[src/sv/jsj_pkg.sv]
package jsj_pkg;

  localparam int unsigned CfgIndexWidth = 3;
  localparam int unsigned CfgDataWidth  = 10;

  typedef enum logic [CfgIndexWidth-1:0] {
    REG_DEAD_BAND      = 3'd0,
    REG_BASE_LOWER     = 3'd1,
    REG_BASE_UPPER     = 3'd2,
    REG_SHOULDER_LOWER = 3'd3,
    REG_SHOULDER_UPPER = 3'd4,
    REG_ELBOW_PERIOD   = 3'd5,
    REG_STICK_Y_ZERO   = 3'd6,
    REG_TILT_Y_ZERO    = 3'd7
  } cfg_reg_t;

  // register reset values
  localparam logic [6:0] DeadBandRst      = 7'd50;
  localparam logic [7:0] BaseLowerRst     = 8'd0;
  localparam logic [7:0] BaseUpperRst     = 8'd180;
  localparam logic [7:0] ShoulderLowerRst = 8'd70;
  localparam logic [7:0] ShoulderUpperRst = 8'd180;
  localparam logic [7:0] ElbowPeriodRst   = 8'd6;
  localparam logic [9:0] StickYZeroRst    = 10'd515;
  localparam logic [9:0] TiltYZeroRst     = 10'd400;

  // servo state after reset
  localparam logic [7:0] BasePosRst     = 8'd90;
  localparam logic [7:0] ShoulderPosRst = 8'd120;
  localparam logic [7:0] ElbowPosRst    = 8'd60;

  localparam logic [2:0] MinBytes  = 3'd5;
  localparam logic [7:0] ElbowMax  = 8'd180;

  typedef struct packed {
    logic [7:0] stick_x_byte;
    logic [7:0] stick_y_byte;
    logic [7:0] tilt_y_byte;
    logic [7:0] packed_bits;
    logic [2:0] bytes_received;
  } in_item_t;

  typedef struct packed {
    logic [7:0] base_angle;
    logic [7:0] shoulder_angle;
    logic [7:0] elbow_angle;
    logic       elbow_updated;
    logic       z_pressed;
  } out_item_t;

endpackage

[src/sv/joystick_servo_jog_core.sv]
// Channel | Direction | Handshake              | Beat
// in      | input     | in_valid / in_ready    | jsj_pkg::in_item_t
// out     | output    | out_valid / out_ready  | jsj_pkg::out_item_t
// cfg     | input     | cfg_we (always taken)  | cfg_index, cfg_data
//
// One report per cycle while in_ready is high; a kept report shows up on out in the cycle after it is taken.
// All math is combinational from the input port into the state and result registers.
// A short report (under five bytes) is taken and dropped with no state change.
// in_ready drops only while a result sits in the output register with out_ready low.
// Synchronous reset restores registers and servo positions and empties the output.
module joystick_servo_jog_core (
  input  logic                                 clk,
  input  logic                                 rst,
  input  logic                                 in_valid,
  output logic                                 in_ready,
  input  jsj_pkg::in_item_t                    in_data,
  output logic                                 out_valid,
  input  logic                                 out_ready,
  output jsj_pkg::out_item_t                   out_data,
  input  logic                                 cfg_we,
  input  logic [jsj_pkg::CfgIndexWidth-1:0]    cfg_index,
  input  logic [jsj_pkg::CfgDataWidth-1:0]     cfg_data
);
  import jsj_pkg::*;

  // (t * 200) / 1024 - 100, division truncating toward zero
  function automatic logic signed [9:0] stick_map(input logic signed [11:0] t);
    logic signed [19:0] p;
    logic signed [19:0] q;
    p = 20'(t) * 20'sd200;
    if (p[19]) begin
      q = (p + 20'sd1023) >>> 10;
    end else begin
      q = p >>> 10;
    end
    return q[9:0] - 10'sd100;
  endfunction

  function automatic logic [7:0] jog(input logic [7:0] pos, input logic signed [9:0] m,
                                     input logic [7:0] lo, input logic [7:0] hi,
                                     input logic [6:0] db);
    logic signed [9:0] dbs;
    logic signed [9:0] p;
    logic              up;
    logic              down;
    dbs  = signed'({3'b000, db});
    up   = (m <= -dbs);
    down = (m > dbs);
    if (!(up || down)) begin
      return pos;
    end
    p = signed'({2'b00, pos}) + (up ? 10'sd1 : -10'sd1);
    if (p > signed'({2'b00, hi})) begin
      p = signed'({2'b00, hi});
    end
    if (p < signed'({2'b00, lo})) begin
      p = signed'({2'b00, lo});
    end
    return p[7:0];
  endfunction

  logic [6:0] dead_band;
  logic [7:0] base_lower, base_upper, shoulder_lower, shoulder_upper, elbow_period;
  logic [9:0] stick_y_zero, tilt_y_zero;
  logic [7:0] base_pos, shoulder_pos, elbow_pos, elbow_tick;

  logic       in_fire, keep;
  logic [1:0] stick_low;
  logic [9:0] raw_x, raw_y, raw_t;
  logic signed [11:0] tx, ty, ta;
  logic signed [9:0]  map_x, map_y;
  logic [10:0] ta_pos;
  logic [25:0] ta_scaled;
  logic [9:0]  ta_div5;
  logic [7:0]  elbow_new;
  logic [7:0]  base_pos_next, shoulder_pos_next, elbow_pos_next, elbow_tick_next;
  logic [7:0]  tick_inc;
  logic        elbow_upd;

  assign in_ready = !out_valid || out_ready;
  assign in_fire  = in_valid && in_ready;
  assign keep     = in_data.bytes_received >= MinBytes;

  always_comb begin
    stick_low = in_data.packed_bits[3:2];
    raw_x = {in_data.stick_x_byte, stick_low};
    raw_y = {in_data.stick_y_byte, stick_low};
    raw_t = {in_data.tilt_y_byte, in_data.packed_bits[5:4]};
    // offset by +512 folded in: X zero is fixed at 512
    tx = signed'({2'b00, raw_x});
    ty = signed'({2'b00, raw_y}) - signed'({2'b00, stick_y_zero}) + 12'sd512;
    ta = signed'({2'b00, raw_t}) - signed'({2'b00, tilt_y_zero}) + 12'sd300;
    map_x = stick_map(tx);
    map_y = stick_map(ty);

    base_pos_next     = jog(base_pos, map_x, base_lower, base_upper, dead_band);
    shoulder_pos_next = jog(shoulder_pos, map_y, shoulder_lower, shoulder_upper, dead_band);

    // elbow angle = ta / 5, 13108/65536 reciprocal is exact for ta < 2048
    ta_pos    = ta[10:0];
    ta_scaled = 26'(ta_pos) * 26'd13108;
    ta_div5   = ta_scaled[25:16];
    if (ta[11] || ta == 12'sd0) begin
      elbow_new = 8'd0;
    end else if (ta_div5 > 10'(ElbowMax)) begin
      elbow_new = ElbowMax;
    end else begin
      elbow_new = ta_div5[7:0];
    end

    tick_inc  = elbow_tick + 8'd1;
    elbow_upd = tick_inc >= elbow_period;
    elbow_tick_next = elbow_upd ? 8'd0 : tick_inc;
    elbow_pos_next  = elbow_upd ? elbow_new : elbow_pos;
  end

  always_ff @(posedge clk) begin
    if (rst) begin
      dead_band      <= DeadBandRst;
      base_lower     <= BaseLowerRst;
      base_upper     <= BaseUpperRst;
      shoulder_lower <= ShoulderLowerRst;
      shoulder_upper <= ShoulderUpperRst;
      elbow_period   <= ElbowPeriodRst;
      stick_y_zero   <= StickYZeroRst;
      tilt_y_zero    <= TiltYZeroRst;
    end else if (cfg_we) begin
      case (cfg_index)
        REG_DEAD_BAND:      dead_band      <= cfg_data[6:0];
        REG_BASE_LOWER:     base_lower     <= cfg_data[7:0];
        REG_BASE_UPPER:     base_upper     <= cfg_data[7:0];
        REG_SHOULDER_LOWER: shoulder_lower <= cfg_data[7:0];
        REG_SHOULDER_UPPER: shoulder_upper <= cfg_data[7:0];
        REG_ELBOW_PERIOD:   elbow_period   <= cfg_data[7:0];
        REG_STICK_Y_ZERO:   stick_y_zero   <= cfg_data;
        REG_TILT_Y_ZERO:    tilt_y_zero    <= cfg_data;
        default: ;
      endcase
    end
  end

  always_ff @(posedge clk) begin
    if (rst) begin
      base_pos     <= BasePosRst;
      shoulder_pos <= ShoulderPosRst;
      elbow_pos    <= ElbowPosRst;
      elbow_tick   <= 8'd0;
      out_valid    <= 1'b0;
    end else begin
      if (out_valid && out_ready) begin
        out_valid <= 1'b0;
      end
      if (in_fire && keep) begin
        base_pos     <= base_pos_next;
        shoulder_pos <= shoulder_pos_next;
        elbow_pos    <= elbow_pos_next;
        elbow_tick   <= elbow_tick_next;
        out_valid    <= 1'b1;
      end
    end
  end

  always_ff @(posedge clk) begin
    if (in_fire && keep) begin
      out_data.base_angle     <= base_pos_next;
      out_data.shoulder_angle <= shoulder_pos_next;
      out_data.elbow_angle    <= elbow_pos_next;
      out_data.elbow_updated  <= elbow_upd;
      out_data.z_pressed      <= !in_data.packed_bits[0];
    end
  end

endmodule

[config.mk]
export PLATFORM = sky130hd
export DESIGN_NAME = joystick_servo_jog_core
export DESIGN_NICKNAME = d
export VERILOG_FILES = /design/src/sv/jsj_pkg.sv /design/src/sv/joystick_servo_jog_core.sv
export SDC_FILE = /design/constraint.sdc
export NUM_CORES = 1
export LEC_CHECK = 0
export BUFFER_PORTS_ARGS = -buffer_cell sky130_fd_sc_hd__buf_2
export CORE_MARGIN = 2
export CORE_UTILIZATION = 30
export CTS_BUF_LIST = sky130_fd_sc_hd__clkbuf_4
export CTS_CLUSTER_DIAMETER = 120
export CTS_CLUSTER_SIZE = 28
export DETAILED_ROUTE_END_ITERATION = 16
export GPL_TIMING_DRIVEN = 0
export PLACE_DENSITY_LB_ADDON = 0.15
export SYNTH_ARGS = -nofsm -noshare
export SYNTH_HDL_FRONTEND = slang
export SYNTH_SLANG_ARGS = --single-unit
[constraint.sdc]
create_clock -name clk -period 49.6 [get_ports clk]
set_clock_uncertainty 0.15 [all_clocks]
set_input_delay 9.92 -clock clk [delete_from_list [all_inputs] [get_ports clk]]
set_output_delay 9.92 -clock clk [all_outputs]
set_load 0.1 [all_outputs]
## Yosys cells after proc, flatten, opt, wreduce, memory -nomap -nowiden

Index checks and enable logic that the tools add are counted.

- Word-level logic and storage cells: 89
- Register bits after elaboration: 126
- Output and inout bits: 28
- Input bits: 53

- Multiplexer cells: 18
- Add/sub/neg operators: 12
- Magnitude comparators: 11
- Reductions and logical operators: 20
- Multiply operators: 3
- Equality and inequality tests: 7

Operators with widths:

| cell | number |
|---|---|
| $mux 10 | 7 |
| $mux 8 | 8 |
| $mul 11x12->23 const B | 1 |
| $sub 10x10->11 | 2 |
| $add 20x11->20 const B | 1 |
| $add 9x10->10 | 2 |
| $gt 10x8->1 | 2 |
| $gt 10x9->1 | 2 |
| $le 10x10->1 | 2 |
| $lt 10x9->1 | 2 |
| $add 18x10->19 const B | 1 |
| $mul 12x6->17 const B | 1 |
| $reduce_and 2->1 | 8 |
| $mul 10x5->15 const B | 1 |
| $add 11x10->12 const B | 1 |
| $add 11x11->12 const B | 1 |
| $eq 3x3->1 const B | 4 |
| $logic_not 12->1 | 1 |
| $neg 7->10 | 1 |
| $sub 10x7->10 const B | 1 |
| $sub 9x7->10 const B | 1 |
| $gt 9x8->1 const B | 1 |
| $mux 9 | 1 |
| $add 8x1->8 const B | 1 |
| 10 further kinds | 18 |

## Depth between registers and ports, before layout

- Depth in word-level cells: 15
- Gate-level depth with buffers: 62

## Worst setup path before layout

No wires, ideal clock.

- Path kind: input -> register
- Start: input in_data[6] in the netlist's numbering
- End: register out_data[13] in the netlist's numbering, data pin
- Slack: 27.035 ns
- Library setup time: 0.256 ns
- Cell stages on the path: 59
- Arrival time: 22.159 ns
- Buffers on the path: 3
- Path through: ha_1 -> nor2b_1 -> o21ai_0 -> nand2b_1 -> a21o_1 -> a21o_1 -> a21o_1 -> a21o_1 -> a21o_1 -> a21oi_1 -> xnor2_1 -> inv_1 -> ha_1 -> fa_1 -> ha_1 -> ha_1 -> buf_6 -> or3_4 -> (+23 left out) -> a221oi_1 -> o21ba_2 -> a2bb2oi_1 -> clkbuf_1 -> o21ai_0 -> ha_1 -> a21o_1 -> a21oi_1 -> nor2b_1 -> o21ai_0 -> nand2b_1 -> a221oi_1 -> and3_1 -> a221oi_1 -> clkbuf_1 -> mux2_2 -> nand2_1 -> o21ai_1

- Longest elaborated chain between the ends: 15
- Elaborated cells on any way between the ends: 17

Ends and longest elaborated chain:

| item | RTL line | source |
|---|---|---|
| start, declared | joystick_servo_jog_core.sv:16 | `input jsj_pkg::in_item_t in_data,` |
| $sub 10x10->11 * | joystick_servo_jog_core.sv:91 | `ty = signed'({2'b00, raw_y}) - signed'({2'b00, stick_y_zero}) + 12'sd512;` |
| $add 11x11->12 * | joystick_servo_jog_core.sv:91 |  |
| $mul 12x6->17 * | joystick_servo_jog_core.sv:30 | `p = 20'(t) * 20'sd200;` |
| $add 20x11->20 | joystick_servo_jog_core.sv:32 | `q = (p + 20'sd1023) >>> 10;` |
| $mux 10 * | joystick_servo_jog_core.sv:31 | `if (p[19]) begin` |
| $sub 10x7->10 * | joystick_servo_jog_core.sv:36 | `return q[9:0] - 10'sd100;` |
| $le 10x10->1 | joystick_servo_jog_core.sv:47 | `up = (m <= -dbs);` |
| $mux 10 | joystick_servo_jog_core.sv:52 | `p = signed'({2'b00, pos}) + (up ? 10'sd1 : -10'sd1);` |
| $add 9x10->10 | joystick_servo_jog_core.sv:52 |  |
| $gt 10x9->1 | joystick_servo_jog_core.sv:53 | `if (p > signed'({2'b00, hi})) begin` |
| $mux 10 | joystick_servo_jog_core.sv:53 |  |
| $mux 10 | joystick_servo_jog_core.sv:52 |  |
| $lt 10x9->1 | joystick_servo_jog_core.sv:56 | `if (p < signed'({2'b00, lo})) begin` |
| $mux 8 | joystick_servo_jog_core.sv:56 |  |
| $mux 8 * | joystick_servo_jog_core.sv:52 |  |
| via shoulder_pos_next[3] | joystick_servo_jog_core.sv:76 | `logic [7:0] base_pos_next, shoulder_pos_next, elbow_pos_next, elbow_tick_next;` |
| end, declared | joystick_servo_jog_core.sv:19 | `output jsj_pkg::out_item_t out_data,` |

Mark *: on every way through the listed nets, which the timed path passes. The rest lies on a longest branch. The select of a mux whose other input is x is not followed.
A chain may end at the register's enable or synchronous reset.

## Final worst setup path

- Start: input in_data[6] in the netlist's numbering
- End: register out_data[12] in the netlist's numbering, data pin

The elaborated chain is that of the path after synthesis.

==> metrics <==
Area growth, synth to finish 10.4%; Die ar. about 48,000 µm²; Required @ worst endpoint around 50,000 ps; clock latency on the worst-skew pair between 600 and 700 ps; TritonCTS Buffers 17; number of DRC markers after the initial detailed-route iteration a little over 500; maximum number of pins on one net before global-route repair 24; cell with the biggest individual delay on the critical path sky130_fd_sc_hd__nor2_1; total of cells resized after clock tree synthesis 0; largest incremental delay on the critical path around 710 ps; grt ovf 0; post-synthesis sequential element count roughly 130; CP Launch Type input pin; wire length of the first global-routing pass between 50,000 and 60,000 µm; Most used DFF post-synth sky130_fd_sc_hd__dfxtp_1; aggregate negative setup slack 0 ps; initial antenna violation count 2; area taken by multi-input logic gates between 9000 and 10,000 µm²; highest-count cells in the layout ignoring fill and taps sky130_fd_sc_hd__ha_1 (247), sky130_fd_sc_hd__inv_1 (220), sky130_fd_sc_hd__nand2_1 (160), sky130_fd_sc_hd__dfxtp_1 (100), sky130_fd_sc_hd__a21oi_1 (92); mean routed wirelength per cell about 16 µm; Final Hold Violating Endpoints 0; part of the Yosys area used for sequential elements 0.202; Max Clk Rate a little over 40 MHz; Synth top area share 0.224; path type of the worst setup path input pin to flop; proportion of register bits with asynchronous set or reset after synthesis 0; CP max FO 11; Final Cycle Share 0.489; clock slew seen by the registers of the worst setup and hold paths between 100 and 150 ps; number of H-tree levels 4; max-cap check violation count 0; Post-CTS Repair Setup Buffers 0; most common library cell in the layout ignoring fill and taps sky130_fd_sc_hd__ha_1; average via count per standard cell about 4.9; buffer depth of the longest clock path 2; remaining number of nets flagged by the antenna check after routing 0; number of sinks driven by the clock tree 126; number of nets in the finished design ~2,100; net count of the mapped netlist approximately 2,000; TritonCTS clock tree yes; effective utilization at floorplan 0.304; post-synthesis area per instance between 8 and 9 µm²; number of placement rows 78; Critical Path Sink Type flop; fill cell total of the finished layout 4,852; Detailed Route WL about 37,000 µm; cell accounting for the most synthesized area sky130_fd_sc_hd__ha_1; # port buffers 67; relative slew slack 0.0880; final max-slew violation count 0; clock tree root buffer cell sky130_fd_sc_hd__clkbuf_4; total global routing track utilization 0.159; chip height between 200 and 250 µm; vias post-DR ~11,000; HPWL Detailed 31,100 µm; routability congestion estimate between 0.8 and 0.9; # DRC 0; post-layout minimum cycle time around 24,000 ps; total of warnings raised by yosys 0; crit-path most repeated cell sky130_fd_sc_hd__ha_1; setup repair after global routing missed its margin no; outcome finished clean; area taken by flip-flops and latches about 2800 µm²; count of pins on the block boundary 81; proportion of layout cells with a drive suffix above 1 0.0931; Setup Viol. Count Final 0; slew at the pin with the worst max-slew slack approximately 1400 ps; main area contributors after synthesis sky130_fd_sc_hd__ha_1 (22%), sky130_fd_sc_hd__dfxtp_1 (15%), sky130_fd_sc_hd__fa_1 (7.1%); Floorplan Core Area 45,400 µm²; class of the worst hold path flop to flop; mapped cell area between 10,000 and 15,000 µm²; Post-Route Utilization 0.335; width of the die 218 µm; distinct cell type count after synthesis between 80 and 90; Detailed Routing Iterations Pass 1 5; hold buffers post-CTS 0; data arrival time of the critical path between 20,000 and 25,000 ps; via count of the first global-routing pass approximately 11,000; Syn Inst Count between 1,500 and 2,000; number of enable-type register cells in the synthesized netlist 26
==> sequential cells by signal, summed over array words and instances (netlist names) <==
signal,count
base_pos,8
stick_y_zero,10
shoulder_pos,8
tilt_y_zero,10
base_lower,8
out_valid,1
elbow_period,8
elbow_pos,8
dead_band,7
shoulder_lower,8
elbow_tick,8
shoulder_upper,8
out_data,26
base_upper,8
==> through the flow <==
step	hold slack, ps	setup WS (ps)	std cells	area, µm²
2_1_floorplan	286	27040	1630	13800
3_3_place_gp	295	24870	2297	14900
3_5_place_dp	299	24700	2298	14900
4_1_cts	317	25320	2330	15200
5_1_grt	346	23940	2331	15200
6_report	316	25330	2331	15200
==> layout make-up <==
type | instances | area share
clock inverter | 14 | 0.0121
buffer | 47 | 0.0134
antenna | 1 | 0.000164
timing repair buffer | 68 | 0.0234
clock buffer | 18 | 0.00888
multi-input combinational | 1235 | 0.655
sequential | 126 | 0.183
inverter | 222 | 0.0548
tap | 600 | 0.0493
==> cells by family (layout without fill, tap and decap cells) <==
family | Yosys count | in the layout | synth area share
other | 0 | 1 | 0
buffers and inverters | 269 | 369 | 0.0751
xor gates and xnor gates | 90 | 90 | 0.0572
DFF | 126 | 126 | 0.202
and+or+nand+nor | 439 | 439 | 0.153
AOI/OAI and AO/OA | 357 | 357 | 0.177
muxes | 53 | 53 | 0.0411
adders and majority gates | 296 | 296 | 0.295
==> worst max-delay path, delay by kind of cell <==
| kind | cells | cell delay (ps) |
|---|---|---|
| mux | 1 | 340 |
| xor+xnor | 4 | 920 |
| simple gates | 12 | 2920 |
| fa+ha+maj | 10 | 3310 |
| buf+inv | 6 | 1180 |
| compound gates | 27 | 5850 |
==> path summary, 6_finish.rpt <==
check | startpoint | end | slack [ps] | cells after the start
setup / recovery | in_data[6] | out_data[12]$_DFFE_PP_ | 25330 | 60
hold / removal | stick_y_zero[3]$_SDFFE_PP0P_ | stick_y_zero[3]$_SDFFE_PP0P_ | 320 | 2
setup reg to reg | stick_y_zero[1]$_SDFFE_PP1P_ | out_data[12]$_DFFE_PP_ | 34240 | 60
hold reg to reg | stick_y_zero[3]$_SDFFE_PP0P_ | stick_y_zero[3]$_SDFFE_PP0P_ | 320 | 2
==> routing by layer <==
metal  GRT usage  vias up  routed length (µm)
met1       0.201     5371               17400
met3      0.0195       18                 758
met4      0.0324        2                 405
met2       0.287      123               18700
li1            -     5886                   -
met5           0        -                  13
==> synth_stat cells, types with 26 or more instances <==
master and number:
sky130_fd_sc_hd__nand2b_1 26, sky130_fd_sc_hd__nand3_1 40, sky130_fd_sc_hd__nor3_1 31, sky130_fd_sc_hd__edfxtp_1 26, sky130_fd_sc_hd__a21o_1 40, sky130_fd_sc_hd__clkbuf_1 34, sky130_fd_sc_hd__o21ai_0 56, sky130_fd_sc_hd__xnor2_1 48
sky130_fd_sc_hd__a21oi_1 92, sky130_fd_sc_hd__mux2_2 27, sky130_fd_sc_hd__ha_1 247, sky130_fd_sc_hd__fa_1 49, sky130_fd_sc_hd__nand2_1 160, sky130_fd_sc_hd__dfxtp_1 100, sky130_fd_sc_hd__xor2_1 42, sky130_fd_sc_hd__nor2_1 81
sky130_fd_sc_hd__inv_1 220, sky130_fd_sc_hd__o211ai_1 39
Power is not shown: default switching activity piles up to over one toggle a cycle in this logic, so the estimate is an artifact.
